**config.mk**
```make
export PLATFORM = sky130hd
export DESIGN_NAME = speed_to_heat_color
export DESIGN_NICKNAME = d
export VERILOG_FILES = /design/src/rtl/stc_pkg.sv /design/src/rtl/speed_to_heat_color.sv /design/src/rtl/stc_sqrt_cell.sv /design/src/rtl/stc_div_cell.sv
export SDC_FILE = /design/constraint.sdc
export NUM_CORES = 2
export LEC_CHECK = 0
export BUFFER_PORTS_ARGS = -buffer_cell sky130_fd_sc_hd__buf_2
export CORE_ASPECT_RATIO = 0.6
export CORE_MARGIN = 2
export CORE_UTILIZATION = 55
export DETAILED_ROUTE_END_ITERATION = 12
export GPL_TIMING_DRIVEN = 0
export HOLD_SLACK_MARGIN = 0.02
export PLACE_DENSITY_LB_ADDON = 0.05
export SYNTH_ARGS = -nofsm -noshare
export SYNTH_HDL_FRONTEND = slang
export SYNTH_SLANG_ARGS = --single-unit
```
**constraint.sdc**
```tcl
create_clock -name clk -period 7.03 [get_ports clk]
set_clock_uncertainty 0.2 [all_clocks]
set_input_delay 1.0545 -clock clk [delete_from_list [all_inputs] [get_ports clk]]
set_output_delay 1.0545 -clock clk [all_outputs]
set_load 0.01 [all_outputs]
```
**src/rtl/stc_pkg.sv**
```systemverilog
// shared types and constants for the speed to heat color pipeline
`default_nettype none
package stc_pkg;

    localparam int POS_W = 16;
    localparam int VEL_W = 16;
    localparam int MAG_W = VEL_W;
    localparam int SQ_W = 2 * MAG_W;
    localparam int RAD_W = SQ_W;
    localparam int ROOT_W = RAD_W / 2;
    localparam int SQRT_REM_W = ROOT_W + 2;
    localparam int SQRT_CELLS = ROOT_W;
    localparam int SPEED_W = ROOT_W;
    localparam int FS_W = 16;
    localparam int COLOR_W = 8;
    localparam int SCALE_W = 9;

    localparam int FRAC_BITS_DEFAULT = 16;
    localparam logic [FS_W-1:0] FULL_SCALE_RESET = 16'd5120;
    localparam logic [SCALE_W-1:0] COLOR_SCALE = 9'd510;

    typedef struct packed {
        logic valid;
        logic signed [POS_W-1:0] pos_x;
        logic signed [POS_W-1:0] pos_y;
    } side_t;

endpackage
`default_nettype wire

```
**src/rtl/speed_to_heat_color.sv**
```systemverilog
// top level: particle speed to blue-green-red heat color pipeline
//
//  channel   signals                                         direction
//  item      start, busy, in_pos_x, in_pos_y, vel_x, vel_y   in
//  result    done, out_pos_x, out_pos_y, red, green, blue    out
//  config    full_scale_speed_we, full_scale_speed           in
//
// one particle per clock; busy is always low, a transfer is start high
// pipeline stages: squares, sum, 16 square root cells, full scale compare,
// one divider cell per fraction bit, color stage
// results show for one cycle on done; the receiver cannot stall
// reset clears the pipeline valid bits and loads full scale 5120 (20.0)
`default_nettype none
module speed_to_heat_color #(
    parameter int RATIO_FRACTION_BITS = stc_pkg::FRAC_BITS_DEFAULT
) (
    input  wire logic                                 clk,
    input  wire logic                                 rst_n,
    input  wire logic                                 start,
    output logic                                      busy,
    input  wire logic signed [stc_pkg::POS_W-1:0]     in_pos_x,
    input  wire logic signed [stc_pkg::POS_W-1:0]     in_pos_y,
    input  wire logic signed [stc_pkg::VEL_W-1:0]     vel_x,
    input  wire logic signed [stc_pkg::VEL_W-1:0]     vel_y,
    input  wire logic                                 full_scale_speed_we,
    input  wire logic [stc_pkg::FS_W-1:0]             full_scale_speed,
    output logic                                      done,
    output logic signed [stc_pkg::POS_W-1:0]          out_pos_x,
    output logic signed [stc_pkg::POS_W-1:0]          out_pos_y,
    output logic [stc_pkg::COLOR_W-1:0]               red,
    output logic [stc_pkg::COLOR_W-1:0]               green,
    output logic [stc_pkg::COLOR_W-1:0]               blue
);

    localparam int F = RATIO_FRACTION_BITS;
    localparam int T_W = F + 1;
    localparam int PROD_W = T_W + stc_pkg::SCALE_W;
    localparam int LATENCY = stc_pkg::SQRT_CELLS + F + 4;
    localparam logic [T_W-1:0] T_ONE = T_W'(1) << F;
    localparam logic [T_W-1:0] T_HALF = T_W'(1) << (F - 1);

    logic [stc_pkg::FS_W-1:0]      fs_reg;

    always_ff @(posedge clk or negedge rst_n)
    begin
        if (!rst_n)
        begin
            fs_reg <= stc_pkg::FULL_SCALE_RESET;
        end
        else if (full_scale_speed_we)
        begin
            fs_reg <= full_scale_speed;
        end
    end

    // magnitudes and squares
    stc_pkg::side_t                side_in;
    stc_pkg::side_t                sq_side_reg;
    stc_pkg::side_t                sum_side_reg;
    logic [stc_pkg::MAG_W-1:0]     mag_x;
    logic [stc_pkg::MAG_W-1:0]     mag_y;
    logic [stc_pkg::SQ_W-1:0]      sq_x_reg;
    logic [stc_pkg::SQ_W-1:0]      sq_y_reg;
    logic [stc_pkg::SQ_W-1:0]      sum_reg;

    always_comb
    begin
        mag_x = vel_x[stc_pkg::VEL_W-1] ? stc_pkg::MAG_W'(-vel_x) : stc_pkg::MAG_W'(vel_x);
        mag_y = vel_y[stc_pkg::VEL_W-1] ? stc_pkg::MAG_W'(-vel_y) : stc_pkg::MAG_W'(vel_y);
        side_in.valid = start && !busy;
        side_in.pos_x = in_pos_x;
        side_in.pos_y = in_pos_y;
    end

    always_ff @(posedge clk or negedge rst_n)
    begin
        if (!rst_n)
        begin
            sq_side_reg <= '0;
            sum_side_reg <= '0;
        end
        else
        begin
            sq_side_reg <= side_in;
            sum_side_reg <= sq_side_reg;
        end
    end

    always_ff @(posedge clk)
    begin
        sq_x_reg <= stc_pkg::SQ_W'(mag_x) * stc_pkg::SQ_W'(mag_x);
        sq_y_reg <= stc_pkg::SQ_W'(mag_y) * stc_pkg::SQ_W'(mag_y);
        sum_reg <= sq_x_reg + sq_y_reg;
    end

    // square root cells
    stc_pkg::side_t                      sq_side [0:stc_pkg::SQRT_CELLS];
    logic [stc_pkg::RAD_W-1:0]           sq_rad  [0:stc_pkg::SQRT_CELLS];
    logic [stc_pkg::SQRT_REM_W-1:0]      sq_rem  [0:stc_pkg::SQRT_CELLS];
    logic [stc_pkg::ROOT_W-1:0]          sq_root [0:stc_pkg::SQRT_CELLS];

    assign sq_side[0] = sum_side_reg;
    assign sq_rad[0] = sum_reg;
    assign sq_rem[0] = '0;
    assign sq_root[0] = '0;

    for (genvar i = 0; i < stc_pkg::SQRT_CELLS; i++)
    begin : g_sqrt
        stc_sqrt_cell u_cell (
            .clk      (clk),
            .rst_n    (rst_n),
            .side_in  (sq_side[i]),
            .rad_in   (sq_rad[i]),
            .rem_in   (sq_rem[i]),
            .root_in  (sq_root[i]),
            .side_out (sq_side[i+1]),
            .rad_out  (sq_rad[i+1]),
            .rem_out  (sq_rem[i+1]),
            .root_out (sq_root[i+1])
        );
    end

    // full scale compare
    logic [stc_pkg::SPEED_W-1:0]     speed;
    stc_pkg::side_t                  cmp_side_reg;
    logic                            cmp_sat_reg;
    logic [stc_pkg::FS_W-1:0]        cmp_rem_reg;

    assign speed = sq_root[stc_pkg::SQRT_CELLS];

    always_ff @(posedge clk or negedge rst_n)
    begin
        if (!rst_n)
        begin
            cmp_side_reg <= '0;
        end
        else
        begin
            cmp_side_reg <= sq_side[stc_pkg::SQRT_CELLS];
        end
    end

    always_ff @(posedge clk)
    begin
        cmp_sat_reg <= (fs_reg == '0) || (stc_pkg::FS_W'(speed) >= fs_reg);
        cmp_rem_reg <= stc_pkg::FS_W'(speed);
    end

    // divider cells
    stc_pkg::side_t                  dv_side [0:F];
    logic                            dv_sat  [0:F];
    logic [stc_pkg::FS_W-1:0]        dv_rem  [0:F];
    logic [F-1:0]                    dv_quot [0:F];

    assign dv_side[0] = cmp_side_reg;
    assign dv_sat[0] = cmp_sat_reg;
    assign dv_rem[0] = cmp_rem_reg;
    assign dv_quot[0] = '0;

    for (genvar j = 0; j < F; j++)
    begin : g_div
        stc_div_cell #(
            .FRAC_BITS (F)
        ) u_cell (
            .clk      (clk),
            .rst_n    (rst_n),
            .divisor  (fs_reg),
            .side_in  (dv_side[j]),
            .sat_in   (dv_sat[j]),
            .rem_in   (dv_rem[j]),
            .quot_in  (dv_quot[j]),
            .side_out (dv_side[j+1]),
            .sat_out  (dv_sat[j+1]),
            .rem_out  (dv_rem[j+1]),
            .quot_out (dv_quot[j+1])
        );
    end

    // gradient
    logic [T_W-1:0]                  t;
    logic                            low_half;
    logic [T_W-1:0]                  d_up;
    logic [T_W-1:0]                  d_down;
    logic [PROD_W-1:0]               p_up;
    logic [PROD_W-1:0]               p_down;
    logic [stc_pkg::COLOR_W-1:0]     c_up;
    logic [stc_pkg::COLOR_W-1:0]     c_down;
    stc_pkg::side_t                  out_side_reg;
    logic [stc_pkg::COLOR_W-1:0]     red_reg;
    logic [stc_pkg::COLOR_W-1:0]     green_reg;
    logic [stc_pkg::COLOR_W-1:0]     blue_reg;

    always_comb
    begin
        t = dv_sat[F] ? T_ONE : {1'b0, dv_quot[F]};
        low_half = (t <= T_HALF);
        d_up = low_half ? t : (t - T_HALF);
        d_down = low_half ? (T_HALF - t) : (T_ONE - t);
        p_up = PROD_W'(d_up) * PROD_W'(stc_pkg::COLOR_SCALE);
        p_down = PROD_W'(d_down) * PROD_W'(stc_pkg::COLOR_SCALE);
        c_up = p_up[F +: stc_pkg::COLOR_W];
        c_down = p_down[F +: stc_pkg::COLOR_W];
    end

    always_ff @(posedge clk or negedge rst_n)
    begin
        if (!rst_n)
        begin
            out_side_reg <= '0;
        end
        else
        begin
            out_side_reg <= dv_side[F];
        end
    end

    always_ff @(posedge clk)
    begin
        red_reg <= low_half ? '0 : c_up;
        green_reg <= low_half ? c_up : c_down;
        blue_reg <= low_half ? c_down : '0;
    end

    assign busy = 1'b0;
    assign done = out_side_reg.valid;
    assign out_pos_x = out_side_reg.pos_x;
    assign out_pos_y = out_side_reg.pos_y;
    assign red = red_reg;
    assign green = green_reg;
    assign blue = blue_reg;

`ifndef SYNTHESIS
    a_latency_fwd: assert property (@(posedge clk) disable iff (!rst_n)
        (start && !busy) |-> ##LATENCY done)
        else $error("accepted item did not come out after pipeline latency");

    a_latency_back: assert property (@(posedge clk) disable iff (!rst_n)
        done |-> $past(start && !busy, LATENCY))
        else $error("result without a matching accepted item");

    a_red_blue_excl: assert property (@(posedge clk) disable iff (!rst_n)
        done |-> !(red != '0 && blue != '0))
        else $error("red and blue both lit in one color");
`endif

endmodule
`default_nettype wire

```
**src/rtl/stc_sqrt_cell.sv**
```systemverilog
// one digit of the pipelined integer square root
`default_nettype none
module stc_sqrt_cell (
    input  wire logic                                clk,
    input  wire logic                                rst_n,
    input  wire stc_pkg::side_t                      side_in,
    input  wire logic [stc_pkg::RAD_W-1:0]           rad_in,
    input  wire logic [stc_pkg::SQRT_REM_W-1:0]      rem_in,
    input  wire logic [stc_pkg::ROOT_W-1:0]          root_in,
    output stc_pkg::side_t                           side_out,
    output logic [stc_pkg::RAD_W-1:0]                rad_out,
    output logic [stc_pkg::SQRT_REM_W-1:0]           rem_out,
    output logic [stc_pkg::ROOT_W-1:0]               root_out
);

    localparam int CUR_W = stc_pkg::SQRT_REM_W + 2;

    stc_pkg::side_t                      side_reg;
    logic [stc_pkg::RAD_W-1:0]           rad_reg;
    logic [stc_pkg::SQRT_REM_W-1:0]      rem_reg;
    logic [stc_pkg::ROOT_W-1:0]          root_reg;
    logic [stc_pkg::RAD_W-1:0]           rad_next;
    logic [stc_pkg::SQRT_REM_W-1:0]      rem_next;
    logic [stc_pkg::ROOT_W-1:0]          root_next;
    logic [CUR_W-1:0]                    cur;
    logic [CUR_W-1:0]                    trial;
    logic [CUR_W-1:0]                    diff;
    logic                                ge;

    always_comb
    begin
        cur = {rem_in, rad_in[stc_pkg::RAD_W-1 -: 2]};
        trial = {2'b00, root_in, 2'b01};
        diff = cur - trial;
        ge = (cur >= trial);
        rem_next = ge ? diff[stc_pkg::SQRT_REM_W-1:0] : cur[stc_pkg::SQRT_REM_W-1:0];
        root_next = {root_in[stc_pkg::ROOT_W-2:0], ge};
        rad_next = {rad_in[stc_pkg::RAD_W-3:0], 2'b00};
    end

    always_ff @(posedge clk or negedge rst_n)
    begin
        if (!rst_n)
        begin
            side_reg <= '0;
        end
        else
        begin
            side_reg <= side_in;
        end
    end

    always_ff @(posedge clk)
    begin
        rad_reg <= rad_next;
        rem_reg <= rem_next;
        root_reg <= root_next;
    end

    assign side_out = side_reg;
    assign rad_out = rad_reg;
    assign rem_out = rem_reg;
    assign root_out = root_reg;

endmodule
`default_nettype wire

```
**src/rtl/stc_div_cell.sv**
```systemverilog
// one quotient bit of the pipelined restoring divider
`default_nettype none
module stc_div_cell #(
    parameter int FRAC_BITS = stc_pkg::FRAC_BITS_DEFAULT
) (
    input  wire logic                          clk,
    input  wire logic                          rst_n,
    input  wire logic [stc_pkg::FS_W-1:0]      divisor,
    input  wire stc_pkg::side_t                side_in,
    input  wire logic                          sat_in,
    input  wire logic [stc_pkg::FS_W-1:0]      rem_in,
    input  wire logic [FRAC_BITS-1:0]          quot_in,
    output stc_pkg::side_t                     side_out,
    output logic                               sat_out,
    output logic [stc_pkg::FS_W-1:0]           rem_out,
    output logic [FRAC_BITS-1:0]               quot_out
);

    stc_pkg::side_t                  side_reg;
    logic                            sat_reg;
    logic [stc_pkg::FS_W-1:0]        rem_reg;
    logic [FRAC_BITS-1:0]            quot_reg;
    logic [stc_pkg::FS_W-1:0]        rem_next;
    logic [FRAC_BITS-1:0]            quot_next;
    logic [stc_pkg::FS_W:0]          cur;
    logic [stc_pkg::FS_W:0]          diff;
    logic                            ge;

    always_comb
    begin
        cur = {rem_in, 1'b0};
        diff = cur - {1'b0, divisor};
        ge = (cur >= {1'b0, divisor});
        rem_next = ge ? diff[stc_pkg::FS_W-1:0] : cur[stc_pkg::FS_W-1:0];
        quot_next = {quot_in[FRAC_BITS-2:0], ge};
    end

    always_ff @(posedge clk or negedge rst_n)
    begin
        if (!rst_n)
        begin
            side_reg <= '0;
        end
        else
        begin
            side_reg <= side_in;
        end
    end

    always_ff @(posedge clk)
    begin
        sat_reg <= sat_in;
        rem_reg <= rem_next;
        quot_reg <= quot_next;
    end

    assign side_out = side_reg;
    assign sat_out = sat_reg;
    assign rem_out = rem_reg;
    assign quot_out = quot_reg;

endmodule
`default_nettype wire
```
==> impl_results.md <==
- Fmax achieved: 131 MHz
- Share of cells above drive strength 1: about 14%
- Post-Layout Cell Count: around 11,000
- Top_reg_cell synth: dfrtp_1
- Area leader, netlist: dfrtp_1
- Vias per cell: between 5 and 6
- Critical Path Start Type: primary input
- EDFF count, synth: 0
- Slowest stage delay, CP: ~0.53 ns
- Final WS setup: -0.600 ns
- Synthesized cell area: between 90,000 and 100,000 um2
- Placer Congestion: slightly above 0.9
- CTS tree: done
- I/O Pins: about 140
- Die H: roughly 330 um
- Initial antenna violation count: 3
- Antenna viol nets, final: 0
- H-tree level count: 4
- Tightest Pin Transition: approximately 1.5 ns
- Sequential share of the synthesized area: around 54%
- Register-to-Register Setup Slack: between 0.2 and 0.3 ns
- Commonest cells after routing, fill and taps aside: dfrtp_1, dfxtp_1, inv_1
- TritonRoute pass-1 iters: 5
- Clk Latency, worst-skew pair: a little under 0.9 ns
- Vias: 58,600
- Worst Path Required: roughly 7.5 ns
- Layout net count: around 10,000
- Die width: roughly 550 um
- Post-synthesis register bit count: ~2,400
- GRT Util Overall: about a quarter
- Drt drc: 0
- Clock transition at path regs: 0.07 ns
- # clock sinks: 2,357
- Most common cell after layout, fill and taps aside: dfrtp_1
- Failing checks: capacitance limit, setup timing
- Largest cells by area after synthesis: dfrtp_1, dfxtp_1, fa_1
- Final hold slack: 0.0602 ns
- Fraction of registers with async set/reset: about half
- Crit end category: flip-flop
- First-pass GRT wire length: ~340,000 um
- Root Buffer: clkbuf_16
- Crit-path slowest cell: fa_1
- Global route overflow: 0
- Worst hold path class: flip-flop to flip-flop
- RSZ-0062 raised after global routing: true
- Setup-failing EPs final: 27
- WP data arrival: just over 8 ns
- Area of the core: ~180,000 um2
- Post-Place Worst Slack: -2.74 ns
- Dpl cells: 10,800
- Area Growth Syn to Fin: 14.9%
- Maximum fanout along the worst path: 5
- Fin crit share: 109%
- Avg WL per Cell: between 15 and 20 um
- Cell mode on critical path: fa_1
- Cells after synthesis: 8,199
- I/O Buffers: 139
- Slew Limit Headroom: 1.50%
- Setup CP Type: primary input to flip-flop
- # fillers: around 13,000
- Diode count: 0
- DPL Wire Length: between 100,000 and 150,000 um
- Die area: approximately 180,000 um2
- Vias in the first global route: slightly above 60,000
- Final Hold Viols: 0
- Clock Tree Buf Depth: 4
- Max-cap violations: 1
- Mean post-synth cell area: 12.0 um2
- Largest net degree at the start of global routing: 189
- Cell variety after synth: slightly above 90
- DR iter-0 viols: 4,504
- Status: finished with violations
- Max-slew violations: 0
- WL final: roughly 210,000 um
- Fin crit period: around 7.6 ns
- Synth top area share: just over 30%
- Initial Util: a little under three fifths
- CTS Buf Count: 208
- Row count: 120
- Ys Warns: 0
-- per-layer routing --
metal / GRT usage [%] / vias to the layer above / share of wire (%)
li1: - / 28100 / -
met1: 37.5 / 28800 / 51
met2: 32.7 / 1404 / 41
met3: 4.88 / 234 / 6.8
met4: 4.12 / 2 / 1.5
met5: 0 / - / 0.0062
-- synthesized netlist by cell type (14+ instances only) --
master       n
a21boi_0    29
o211ai_1    21
mux2i_1     24
and3_1      44
buf_2       14
fa_1       491
or3_1       38
a31oi_1     26
o41ai_1     21
a211oi_1    39
dfxtp_1   1153
o31ai_1     36
o21ai_0    292
nor2b_1     75
nor4_1      42
ha_1       734
o21bai_1    29
a21oi_1    356
mux2_2     156
nand3_1     87
xnor2_1    302
clkbuf_1    71
o31a_1      14
nor2_1     527
nor3_1     149
nand4_1     62
a211o_1     17
or2_2       30
dfrtp_1   1202
inv_1      947
nand2b_1    86
or4_1       15
xor2_1     196
o21ai_1     16
o21a_1     100
nand2_1    428
and2_1      28
a21o_1     117
-- path summary, 6_finish.rpt --
path / from / to / depth (start not counted)
min in group asynchronous: rst_n / g_div[14].u_cell.side_out[0]$_DFF_PN0_ / 2
worst max register to register: g_div[15].u_cell.sat_out$_DFF_P_ / green[7]$_DFF_P_ / 24
worst max-delay path: vel_x[0] / sq_x_reg[31]$_DFF_P_ / 32
worst min register to register: g_sqrt[7].u_cell.rad_out[24]$_DFF_P_ / g_sqrt[8].u_cell.rad_out[26]$_DFF_P_ / 0
max in group asynchronous: rst_n / cmp_side_reg[27]$_DFF_PN0_ / 5
worst min-delay path: g_sqrt[7].u_cell.rad_out[24]$_DFF_P_ / g_sqrt[8].u_cell.rad_out[26]$_DFF_P_ / 0
-- worst max-delay path: cells and delay by family --
family / cells / cell delay (ns)
fa+ha+maj: 8 / 3.37
compound gates: 9 / 1.71
xor+xnor: 2 / 0.38
simple gates: 3 / 0.58
buf+inv: 10 / 1.01
-- timing repair --
action                                 4_1_cts  5_1_grt
hold buffers                                 9        0
setup endpoints to repair                   60       45
pin swaps                                  154       92
gates resized for setup                    227      134
buffers inserted                           107       47
endpoints found under the hold margin       65        0
-- per-stage QoR --
stage	util (%)	setup TNS [ns]	instance area (um2)
2_1_floorplan	-	-22.56	99000
3_3_place_gp	57.7	-	103000
3_5_place_dp	57.9	-101.91	103000
4_1_cts	62.9	-7.08	112000
5_1_grt	63.4	-13.78	113000
6_report	63.4	-9.14	113000
-- cell families (layout without fill, tap and decap cells) --
| logic type | count (synthesis) | count (layout) | synth area share (%) |
|---|---|---|---|
| muxes | 192 | 192 | 2.19 |
| other | 2 | 30 | 0.00764 |
| and+or+nand+nor | 1661 | 1661 | 7.98 |
| xor gates and xnor gates | 499 | 499 | 4.47 |
| buffers and inverters | 1056 | 1744 | 4.10 |
| AOI/OAI and AO/OA | 1207 | 1207 | 7.75 |
| DFF | 2357 | 2357 | 54.2 |
| adders and majority gates | 1225 | 1225 | 19.4 |
-- cell type report --
class	instances	area [um2]	share of cell area, %
timing repair buffer	316	2490	2.21
multi-input combinational	4814	43000	38.1
tap	2379	2980	2.64
sequential	2357	53200	47.2
clock inverter	82	902	0.799
clock buffer	292	6070	5.37
buffer	92	517	0.458
inverter	962	3690	3.27
Power is left out: the tool's default activity adds up to more than one toggle a clock period on the data nets, which glitch-free logic cannot reach.
